## src/tte_pkg.sv

```systemverilog
// ============================================================================
// tte_pkg
// Shared types and codes for the lock-step TFTP transfer engine.
// ============================================================================
`default_nettype none

package tte_pkg;

    // Event codes (func field)
    localparam logic [1:0] FUNC_START_WR = 2'd0;
    localparam logic [1:0] FUNC_START_RD = 2'd1;
    localparam logic [1:0] FUNC_HEADER   = 2'd2;
    localparam logic [1:0] FUNC_CHUNK    = 2'd3;

    // Send kinds
    localparam logic [1:0] KIND_NONE = 2'd0;
    localparam logic [1:0] KIND_ACK  = 2'd1;
    localparam logic [1:0] KIND_DATA = 2'd2;
    localparam logic [1:0] KIND_ERR  = 2'd3;

    // Transfer phases
    localparam logic [1:0] PH_IDLE    = 2'd0;
    localparam logic [1:0] PH_RECV    = 2'd1;
    localparam logic [1:0] PH_CHUNK   = 2'd2;
    localparam logic [1:0] PH_ACKWAIT = 2'd3;

    // Packet opcodes
    localparam logic [15:0] OP_DATA = 16'd3;
    localparam logic [15:0] OP_ACK  = 16'd4;

    // Error numbers
    localparam logic [2:0] ERR_UNDEF     = 3'd0;
    localparam logic [2:0] ERR_NOT_FOUND = 3'd1;

    // Datagram sizes
    localparam logic [9:0] HDR_BYTES     = 10'd4;
    localparam logic [9:0] ERR_PKT_BYTES = 10'd5;

    localparam logic [15:0] FIRST_BLOCK = 16'd1;

    // Input transaction
    typedef struct packed {
        logic [1:0]  func;
        logic [15:0] pkt_opcode;
        logic [15:0] pkt_block;
        logic [9:0]  pkt_length;
        logic        from_peer;
        logic        sink_ok;
        logic [9:0]  chunk_length;
    } t_in_item;

    // Result transaction
    typedef struct packed {
        logic [1:0]  send_kind;
        logic [15:0] send_block;
        logic [9:0]  send_length;
        logic [2:0]  error_code;
        logic        store_payload;
        logic [9:0]  payload_length;
        logic [1:0]  phase_now;
        logic        done_res;
        logic        aborted;
    } t_result;

    // Classified event between front and back
    typedef struct packed {
        logic [1:0]  func;
        logic        op_data;     // opcode is DATA
        logic        op_ack;      // opcode is ACK
        logic        len_short;   // datagram under header size
        logic        len_fin;     // datagram shorter than a full-block datagram
        logic        pay_nz;      // payload present
        logic [9:0]  pay;         // payload bytes
        logic [15:0] blk;
        logic        peer;
        logic        ok;
        logic [9:0]  data_len;    // outgoing data datagram length
        logic        chunk_short; // chunk below a full block
    } t_evt;

endpackage

`default_nettype wire

```

## src/tftp_transfer_engine_unit.sv

```systemverilog
// ============================================================================
// tftp_transfer_engine_unit
// Lock-step TFTP transfer engine: classifier front, event queue,
// sequencer back, result queue.
// ============================================================================
// A push is registered in the event queue, then sequenced into the result
// queue read on o_result. Throughput: one transaction per cycle when no queue
// stalls; the sequencer updates its state once per event and both two-entry
// queues let either side stall alone. Reset (i_rst_n low, synchronous):
// both queues empty, phase idle, expected block 1, short-block flag clear.
`default_nettype none

module tftp_transfer_engine_unit #(
    parameter int BLOCK_BYTES = 512
) (
    input  wire logic              i_clk,
    input  wire logic              i_rst_n,
    input  wire logic              push,
    output logic                   full,
    input  wire tte_pkg::t_in_item i_item,
    output logic                   empty,
    input  wire logic              pop,
    output tte_pkg::t_result       o_result
);

    tte_pkg::t_evt    evt_in;
    tte_pkg::t_evt    evt_head;
    logic             evt_empty;
    tte_pkg::t_result res;
    logic             res_full;
    logic             fire;

    // Front: classify
    tte_front #(
        .BLOCK_BYTES (BLOCK_BYTES)
    ) u_front (
        .i_item (i_item),
        .o_evt  (evt_in)
    );

    // Event queue between front and back
    tte_fifo #(
        .t_data (tte_pkg::t_evt)
    ) u_evt_q (
        .i_clk   (i_clk),
        .i_rst_n (i_rst_n),
        .i_wr    (push),
        .i_wdata (evt_in),
        .i_rd    (fire),
        .o_rdata (evt_head),
        .o_full  (full),
        .o_empty (evt_empty)
    );

    // Back: sequence one event whenever there is room for its result
    assign fire = !evt_empty && !res_full;

    tte_back u_back (
        .i_clk   (i_clk),
        .i_rst_n (i_rst_n),
        .i_fire  (fire),
        .i_evt   (evt_head),
        .o_res   (res)
    );

    // Result queue
    tte_fifo #(
        .t_data (tte_pkg::t_result)
    ) u_res_q (
        .i_clk   (i_clk),
        .i_rst_n (i_rst_n),
        .i_wr    (fire),
        .i_wdata (res),
        .i_rd    (pop),
        .o_rdata (o_result),
        .o_full  (res_full),
        .o_empty (empty)
    );

endmodule

`default_nettype wire

```

## src/tte_fifo.sv

```systemverilog
// ============================================================================
// tte_fifo
// Two-entry first-word-fall-through queue for any packed type.
// ============================================================================
`default_nettype none

module tte_fifo #(
    parameter type t_data = logic
) (
    input  wire logic  i_clk,
    input  wire logic  i_rst_n,
    input  wire logic  i_wr,
    input  wire t_data i_wdata,
    input  wire logic  i_rd,
    output t_data      o_rdata,
    output logic       o_full,
    output logic       o_empty
);

    t_data       r_mem [2];
    logic        r_wptr;
    logic        r_rptr;
    logic [1:0]  r_cnt;
    logic        wr_en;
    logic        rd_en;

    assign o_full  = (r_cnt == 2'd2);
    assign o_empty = (r_cnt == 2'd0);
    assign wr_en   = i_wr && !o_full;
    assign rd_en   = i_rd && !o_empty;
    assign o_rdata = r_mem[r_rptr];

    // Storage
    always_ff @(posedge i_clk) begin
        if (wr_en) begin
            r_mem[r_wptr] <= i_wdata;
        end
    end

    // Pointers and fill count
    always_ff @(posedge i_clk) begin
        if (!i_rst_n) begin
            r_wptr <= 1'b0;
            r_rptr <= 1'b0;
            r_cnt  <= 2'd0;
        end else begin
            if (wr_en) begin
                r_wptr <= ~r_wptr;
            end
            if (rd_en) begin
                r_rptr <= ~r_rptr;
            end
            if (wr_en && !rd_en) begin
                r_cnt <= r_cnt + 2'd1;
            end else if (rd_en && !wr_en) begin
                r_cnt <= r_cnt - 2'd1;
            end
        end
    end

endmodule

`default_nettype wire

```

## src/tte_front.sv

```systemverilog
// ============================================================================
// tte_front
// Event classifier: clamps lengths and precomputes the compares the
// transfer sequencer needs.
// ============================================================================
`default_nettype none

module tte_front #(
    parameter int BLOCK_BYTES = 512
) (
    input  wire tte_pkg::t_in_item i_item,
    output tte_pkg::t_evt          o_evt
);

    localparam logic [31:0] BLK_LEN  = 32'(BLOCK_BYTES);
    localparam logic [31:0] FULL_LEN = 32'(BLOCK_BYTES + 4);

    logic       plen_ge_full;
    logic       chunk_ge_blk;
    logic [9:0] plen_c;
    logic [9:0] chunk_c;

    // Length clamps; a clamped value never exceeds the raw 10-bit field
    assign plen_ge_full = (32'(i_item.pkt_length) >= FULL_LEN);
    assign chunk_ge_blk = (32'(i_item.chunk_length) >= BLK_LEN);
    assign plen_c  = plen_ge_full ? FULL_LEN[9:0] : i_item.pkt_length;
    assign chunk_c = chunk_ge_blk ? BLK_LEN[9:0] : i_item.chunk_length;

    // Classification
    always_comb begin
        o_evt.func        = i_item.func;
        o_evt.op_data     = (i_item.pkt_opcode == tte_pkg::OP_DATA);
        o_evt.op_ack      = (i_item.pkt_opcode == tte_pkg::OP_ACK);
        o_evt.len_short   = (plen_c < tte_pkg::HDR_BYTES);
        o_evt.len_fin     = !plen_ge_full;
        o_evt.pay         = plen_c - tte_pkg::HDR_BYTES;
        o_evt.pay_nz      = (plen_c > tte_pkg::HDR_BYTES);
        o_evt.blk         = i_item.pkt_block;
        o_evt.peer        = i_item.from_peer;
        o_evt.ok          = i_item.sink_ok;
        o_evt.data_len    = chunk_c + tte_pkg::HDR_BYTES;
        o_evt.chunk_short = !chunk_ge_blk;
    end

endmodule

`default_nettype wire

```

## src/tte_back.sv

```systemverilog
// ============================================================================
// tte_back
// Transfer sequencer: holds phase, expected block and short-block flag,
// and builds one result per classified event.
// ============================================================================
`default_nettype none

module tte_back (
    input  wire logic           i_clk,
    input  wire logic           i_rst_n,
    input  wire logic           i_fire,
    input  wire tte_pkg::t_evt  i_evt,
    output tte_pkg::t_result    o_res
);

    logic [1:0]  r_phase;
    logic [1:0]  n_phase;
    logic [15:0] r_exp;
    logic [15:0] n_exp;
    logic        r_last_short;
    logic        n_last_short;
    logic        op_bad;

    assign op_bad = (r_phase == tte_pkg::PH_RECV) ? !i_evt.op_data : !i_evt.op_ack;

    // Next state and result
    always_comb begin
        n_phase      = r_phase;
        n_exp        = r_exp;
        n_last_short = r_last_short;
        o_res        = '0;
        case (i_evt.func)
            tte_pkg::FUNC_START_WR, tte_pkg::FUNC_START_RD: begin
                if (r_phase == tte_pkg::PH_IDLE) begin
                    if (!i_evt.ok) begin
                        o_res.send_kind   = tte_pkg::KIND_ERR;
                        o_res.send_length = tte_pkg::ERR_PKT_BYTES;
                        o_res.error_code  = tte_pkg::ERR_NOT_FOUND;
                        o_res.aborted     = 1'b1;
                    end else begin
                        n_exp        = tte_pkg::FIRST_BLOCK;
                        n_last_short = 1'b0;
                        if (i_evt.func == tte_pkg::FUNC_START_WR) begin
                            n_phase           = tte_pkg::PH_RECV;
                            o_res.send_kind   = tte_pkg::KIND_ACK;
                            o_res.send_length = tte_pkg::HDR_BYTES;
                        end else begin
                            n_phase = tte_pkg::PH_CHUNK;
                        end
                    end
                end
            end
            tte_pkg::FUNC_CHUNK: begin
                if (r_phase == tte_pkg::PH_CHUNK) begin
                    n_last_short      = i_evt.chunk_short;
                    n_phase           = tte_pkg::PH_ACKWAIT;
                    o_res.send_kind   = tte_pkg::KIND_DATA;
                    o_res.send_block  = r_exp;
                    o_res.send_length = i_evt.data_len;
                end
            end
            tte_pkg::FUNC_HEADER: begin
                if ((r_phase == tte_pkg::PH_RECV || r_phase == tte_pkg::PH_ACKWAIT)
                        && i_evt.peer) begin
                    if (i_evt.len_short || op_bad) begin
                        // malformed peer packet abandons the transfer
                        n_phase       = tte_pkg::PH_IDLE;
                        o_res.aborted = 1'b1;
                    end else if (i_evt.blk == r_exp) begin
                        if (r_phase == tte_pkg::PH_RECV) begin
                            if (i_evt.pay_nz && !i_evt.ok) begin
                                // sink failure
                                n_phase           = tte_pkg::PH_IDLE;
                                o_res.send_kind   = tte_pkg::KIND_ERR;
                                o_res.send_length = tte_pkg::ERR_PKT_BYTES;
                                o_res.error_code  = tte_pkg::ERR_UNDEF;
                                o_res.aborted     = 1'b1;
                            end else begin
                                n_exp                = r_exp + 16'd1;
                                if (i_evt.len_fin) begin
                                    n_phase = tte_pkg::PH_IDLE;
                                end
                                o_res.send_kind      = tte_pkg::KIND_ACK;
                                o_res.send_block     = r_exp;
                                o_res.send_length    = tte_pkg::HDR_BYTES;
                                o_res.store_payload  = i_evt.pay_nz;
                                o_res.payload_length = i_evt.pay;
                                o_res.done_res       = i_evt.len_fin;
                            end
                        end else begin
                            // matching ack on the read side
                            if (r_last_short) begin
                                n_phase        = tte_pkg::PH_IDLE;
                                o_res.done_res = 1'b1;
                            end else begin
                                n_exp   = r_exp + 16'd1;
                                n_phase = tte_pkg::PH_CHUNK;
                            end
                        end
                    end
                end
            end
            default: begin
                n_phase = r_phase;
            end
        endcase
        o_res.phase_now = n_phase;
    end

    // State registers
    always_ff @(posedge i_clk) begin
        if (!i_rst_n) begin
            r_phase      <= tte_pkg::PH_IDLE;
            r_exp        <= tte_pkg::FIRST_BLOCK;
            r_last_short <= 1'b0;
        end else if (i_fire) begin
            r_phase      <= n_phase;
            r_exp        <= n_exp;
            r_last_short <= n_last_short;
        end
    end

endmodule

`default_nettype wire

```

## config.mk

```make
export PLATFORM = sky130hd
export DESIGN_NAME = tftp_transfer_engine_unit
export DESIGN_NICKNAME = d
export VERILOG_FILES = /design/src/tte_pkg.sv /design/src/tftp_transfer_engine_unit.sv /design/src/tte_fifo.sv /design/src/tte_front.sv /design/src/tte_back.sv
export SDC_FILE = /design/constraint.sdc
export NUM_CORES = 1
export LEC_CHECK = 0
export ABC_AREA = 1
export BUFFER_PORTS_ARGS = -buffer_cell sky130_fd_sc_hd__buf_2
export CAP_MARGIN = 15
export CORE_MARGIN = 1.5
export CORE_UTILIZATION = 40
export DETAILED_ROUTE_END_ITERATION = 16
export HOLD_SLACK_MARGIN = 0.02
export PLACE_DENSITY = 0.61
export SYNTH_ARGS = -nofsm -noshare
export SYNTH_HDL_FRONTEND = slang
export SYNTH_HIERARCHICAL = 1
export SYNTH_SLANG_ARGS = --single-unit
```

## constraint.sdc

```tcl
create_clock -name i_clk -period 7.38 [get_ports i_clk]
set_clock_uncertainty 0.2 [all_clocks]
set_input_delay 0.369 -clock i_clk [delete_from_list [all_inputs] [get_ports i_clk]]
set_output_delay 0.369 -clock i_clk [all_outputs]
set_load 0.1 [all_outputs]
```

==> results of run 1 <==
[flip-flops by register name, summed over array words and instances, names as in the netlist, named ones only]
signal	flops
u_back/r_exp	16
u_back/r_last_short	1
u_back/r_phase	2
u_evt_q/r_cnt	2
u_evt_q/r_mem	92
u_evt_q/r_rptr	1
u_evt_q/r_wptr	1
u_res_q/r_cnt	2
u_res_q/r_mem	92
u_res_q/r_rptr	1
u_res_q/r_wptr	1
[logic make-up after synthesis]
logic type	count (synthesis)	synth area share (%)
compound gates	51	3.07
buf+inv	141	7.67
xor+xnor	18	1.53
simple gates	334	14.5
fa+ha+maj	6	0.731
flops	213	59.4
mux	92	13.0
other cells	1	0.0365
[through the flow]
step | hold WS, ns | power (µW)
2_1_floorplan | 0.245 | 3580
3_3_place_gp | 0.275 | 3850
3_5_place_dp | 0.287 | 3870
4_1_cts | 0.0320 | 4990
5_1_grt | 0.0663 | 5170
6_report | 0.0454 | 4930
[cell usage after synthesis, types with 3 or more instances]
cell type    n  share of area [%]
edfxtp_1   184                 54
a21oi_1     24                1.2
nand2_1    138                5.0
nand3_1     38                1.9
nor2_1     102                3.7
inv_1       79                2.9
mux2_4      80                 12
mux2_2      12                1.3
buf_4       23                1.7
nor4_1       5               0.30
xor2_1      16                1.4
nor2_2      16               0.97
clkinv_1     4               0.15
nand4_1      6               0.37
o21ai_1      5               0.24
ha_1         6               0.73
buf_12       8                1.6
nand2_4      3               0.33
nand2_2      5               0.30
dfxtp_1     29                5.7
buf_6        5               0.55
o21ai_0     10               0.49
inv_2       17               0.62
nand3b_1     3               0.22
nor3_1      10               0.49
[layer usage]
metal  vias up  global-route usage, %
met2       178                   23.4
met3        24                   2.23
met4         0                   3.79
li1       3134                      -
met1      2958                   21.5
met5         -                      0
[worst max-delay path, stage by stage, from the launching register on]
cell and delay, ns:
dfxtp_2 0.52, buf_4 0.62, mux2_2 0.48, inv_1 0.22, nor2_2 0.11, inv_2 0.26
a211oi_2 0.09, nor2_2 0.60, nand2_4 0.27, nand2_1 0.14, o211ai_2 0.08
[cell type report]
class	instances	area, µm²
Clock inverter	9	71.3
Fill cell	2265	13300
Inverter	102	387
Tap cell	330	413
Sequential cell	213	6110
Multi-Input combinational cell	503	3410
Clock buffer	30	663
Timing Repair Buffer	139	841
[what timing repair did]
item | in CTS | in global routing
setup endpoints to repair | 0 | 0
hold buffers | 26 | 0
endpoints found under the hold margin | 53 | 0
[worst paths after layout]
| kind | startpoint | endpoint | slack (ns) | cells past startpoint |
|---|---|---|---|---|
| worst max-delay path | flip-flop | u_back/r_exp[0] | 3.64 | 10 |
| worst min-delay path | i_item[44] | u_evt_q/r_mem[1][42] | 0.05 | 4 |
| worst max register to register | flip-flop | u_back/r_exp[0] | 3.64 | 10 |
| worst min register to register | u_res_q/r_rptr | u_res_q/r_rptr | 0.30 | 2 |
[power by group]
group,total (µW),switching [µW],internal [µW],leakage (µW)
sequential,1720,94.6,1620,0.00197
clock,1100,436,662,0.000368
combinational,2120,1570,544,0.00233
total,4930,2110,2830,0.00467
[layout by cell type (no fill, tap or decap), drive strengths merged, types with 26 or more instances in the layout]
master,instances
mux2,92
dfxtp,29
nand3,40
nand2,146
dlygate4sd3,26
clkbuf,30
inv,97
edfxtp,184
buf,113
nor2,119
==> flow_summary.yaml, run 1 <==
detailed_routing:
  first_pass_iters: 5
  drt_wl_total_mm: 19.8
  highest-signal-layer: "met4"
  met1_length_mm: 9.38
  drc_errors: 0
  routedWlPerCell_um: 14.9
  vias: 6294
  dr_wl_met2_mm: 8.98
  drtIter0Drc: 336
  met3WireLength_mm: 1.13
  antenna_left: 0
  avgViaCountPerCell: 4.75
timing:
  relSlewSlack_pct: 28.1
  tightest_slew_ns: 1.08
  finalWorstSetupSlack_ns: 3.64
  drv_slew: 0
  setup_violations: 0
  setup-tns-final_ns: 0
  fmax_mhz: 267
  period_share_pct: 50.7
  rsz0062_at_grt: "no"
  fin_crit_ns: 3.74
  hold_violations: 0
logic_synthesis:
  syn_avg_cell_area_um2: 12.0
  ys_seq_area_share_pct: 59.4
  synth_edf_count: 184
  netlist_area_um2: 10300
  ys.flop_type: "edfxtp_1"
  synth_cell_types: 46
  synth_warnings: 6
  ys_ff_latch: 213
  async_reset_ff_share_pct: 0
  syn_inst: 856
layout:
  final_util_pct: 47.2
  nets: 1047
  drive_gt1_share_pct: 30.4
  area_growth_pct: 15.8
  final_cells: 1326
  n_antenna_cell: 0
  design_area_um2: 11900
global_routing:
  antenna_found_initial: 0
  grt_pass1_vias: 5952
  grt_usage_pct: 14.9
  grt_pass1_wl_mm: 31.1
  grt_overflow_total: 0
  grt_max_degree: 47
floorplan:
  start_util_pct: 40.8
  num_rows: 58
  core_um2: 25200
  die_h_um: 163
  dieArea_um2: 26600
  boundaryPins: 108
  die_w_um: 163
placement:
  placed_area_um2: 10900
  dp_hpwl_mm: 13.7
  place.gp.congestion: 0.848
  place_ws_ns: 3.67
  placedCellCount: 1261
  io_buffer_count: 107
clock_network:
  ctsResizeCount: 0
  cts_tree: "built"
  cts_buffers: 22
  cts-root-buf: "clkbuf_16"
  cts_buffer_depth: 3
  post_cts_buffers: 0
  clk_latency_ns: 0.51
  cts_htree_levels: 1
  clk_pin_slew_ns: 0.06
  cts_sinks: 213
critical_path:
  path_max_fanout: 36
  endpoint_kind: "flip-flop"
  critPathKind: "flip-flop to flip-flop"
  cp.required_ns: 7.56
  worstPathArrival_ns: 3.92
  startpoint_type: "flip-flop"
run_status:
  outcome: "finished, final reports clean"
power:
  power_density_nw_per_um2: 415
  cellLeakagePower_uw: 0.00467
  ir_drop_uv: 244
hold_path:
  hold_path_class: "input pin to flip-flop"
run:
  maxCapViolCount: 0
Note: power is estimated with default switching activity, not from simulation.
==> run 2, diff against run 1 <==
==> constraint.sdc (replaced) <==
create_clock -name i_clk -period 3.9 [get_ports i_clk]
set_clock_uncertainty 0.2 [all_clocks]
set_input_delay 0.195 -clock i_clk [delete_from_list [all_inputs] [get_ports i_clk]]
set_output_delay 0.195 -clock i_clk [all_outputs]
set_load 0.1 [all_outputs]
==> run 2 against run 1 <==
  * Register-to-register slack got worse by 2.8 ns
  * Critical path depth stayed put
  * Die area unchanged
  * Cell count up 2.6%
  * Worst setup slack worse by 2.8 ns
  * Via count grew 1.7%
  * Critical path type unchanged
  * Highest routed layer unchanged
==> flow_summary.yaml, run 2 (synthesized netlist as in run 1, its figures left out) <==
detailed_routing:
  first_pass_iters: 5
  routedWlPerCell_um: 15.0
  drc_errors: 0
  drt_wl_total_mm: 20.4
  vias: 6403
  antenna_left: 0
  avgViaCountPerCell: 4.71
  drtIter0Drc: 446
run:
  maxCapViolCount: 0
global_routing:
  grt_usage_pct: 15.3
  antenna_found_initial: 0
  grt_overflow_total: 0
  grt_pass1_wl_mm: 32.0
  grt_max_degree: 28
  grt_pass1_vias: 6162
critical_path:
  path_max_fanout: 24
  critPathKind: "flip-flop to flip-flop"
  worstPathArrival_ns: 3.30
  max_stage_delay_ns: 0.48
  path_cells: "buf_4, mux2_2, inv_1, nor2_2, inv_2, a211oi_2, nor2_2, buf_4, nand3_1, a21oi_1"
  critical-path-top-delay-family: "buffers and inverters"
  critPathSlowestCell: "mux2_2"
  cp.required_ns: 4.11
  endpoint_kind: "flip-flop"
  crit_buf_inv: 4
  startpoint_type: "flip-flop"
placement:
  dp_hpwl_mm: 14.1
  place.gp.congestion: 0.891
  io_buffer_count: 107
  placed_area_um2: 11000
  placedCellCount: 1265
layout:
  layout_common_cells: "184 x edfxtp_1, 138 x nand2_1, 107 x buf_2, 98 x nor2_1, 80 x mux2_4"
  n_antenna_cell: 0
  layout_commonest_cell: "edfxtp_1"
  final_cells: 1360
  top_regs: "u_evt_q/r_mem: 92 flops, u_res_q/r_mem: 92 flops, u_back/r_exp: 16 flops"
  area_growth_pct: 19.0
  drive_gt1_share_pct: 29.7
  nets: 1080
  design_area_um2: 12200
  final.fill_count: 2235
timing:
  relSlewSlack_pct: 36.4
  setup-tns-final_ns: 0
  tightest_slew_ns: 0.954
  fmax_mhz: 324
  rsz0062_at_grt: "no"
  fin_crit_ns: 3.09
  setup_violations: 0
  hold_violations: 0
  holdWs_ns: 0.227
  drv_slew: 0
  period_share_pct: 79.2
clock_network:
  cts_buffer_depth: 3
  cts_sinks: 213
  cts-root-buf: "clkbuf_16"
  ctsResizeCount: 0
  clk_latency_ns: 0.50
  cts_htree_levels: 1
  cts_buffers: 22
  clk_pin_slew_ns: 0.06
  cts_tree: "built"
floorplan:
  die_w_um: 163
  boundaryPins: 108
  num_rows: 58
  core_um2: 25200
  start_util_pct: 40.8
  dieArea_um2: 26600
  die_h_um: 163
hold_path:
  hold_path_class: "input pin to flip-flop"
power:
  cellLeakagePower_uw: 0.00480
  ir_drop_uv: 580
  power_density_nw_per_um2: 764
run_status:
  outcome: "finished, final reports clean"
[run 2: changes by cell type in the layout (fill, tap and decap cells not counted), moves of 2 or more]
| cell | delta |
|---|---|
| dlygate4sd3_1 | +29 |
| clkinv_2 | -2 |
| buf_12 | +3 |
| clkbuf_1 | +3 |
[run 2: worst paths after layout]
kind / end / startpoint / slack, ns / cells after the start
max: u_back/r_exp[7] / flip-flop / 0.81 / 10
min: u_evt_q/r_mem[1][20] / i_item[29] / 0.23 / 2
max reg2reg: u_back/r_exp[7] / flip-flop / 0.81 / 10
min reg2reg: u_evt_q/r_rptr / u_evt_q/r_rptr / 0.30 / 2
[run 2: area by class of cell]
cell class | count | area [µm²] | area share, %
Clock buffer | 33 | 663 | 5.42
Clock inverter | 7 | 43.8 | 0.358
Inverter | 102 | 387 | 3.16
Multi-Input combinational cell | 503 | 3410 | 27.9
Sequential cell | 213 | 6110 | 50.0
Tap cell | 330 | 413 | 3.38
Timing Repair Buffer | 172 | 1200 | 9.81
[run 2: timing repair]
action                                  4_1_cts  5_1_grt
endpoints found under the hold margin       101        0
endpoints found under the setup margin        0        0
buffers inserted                              0        0
hold buffers                                 55        0
[run 2: metal layers]
metal | GRT usage [%] | wire length, µm | share of wire, % | vias to the layer above
met2 | 25.2 | 9470 | 47 | 149
met1 | 21.3 | 9670 | 47 | 3025
met5 | 0 | 0 | 0 | -
met3 | 2.08 | 878 | 4.3 | 26
met4 | 4.05 | 346 | 1.7 | 0
li1 | - | - | - | 3203
[run 2: per-stage QoR]
| step | setup slack [ns] | utilization (%) | total power (µW) |
|---|---|---|---|
| after floorplan | 0.438 | - | 6770 |
| after global placement | 0.797 | 43.6 | 7360 |
| after detailed placement | 0.816 | 43.6 | 7380 |
| after CTS | 0.795 | 48.5 | 9440 |
| after global routing | 0.537 | 48.5 | 9780 |
| final | 0.811 | 48.5 | 9340 |
[run 2: report_power, final]
group | leakage [µW] | internal [µW] | switching (µW)
sequential | 0.00197 | 3070 | 181
combinational | 0.00248 | 1100 | 2980
clock | 0.000347 | 1180 | 831
total | 0.00480 | 5350 | 3990
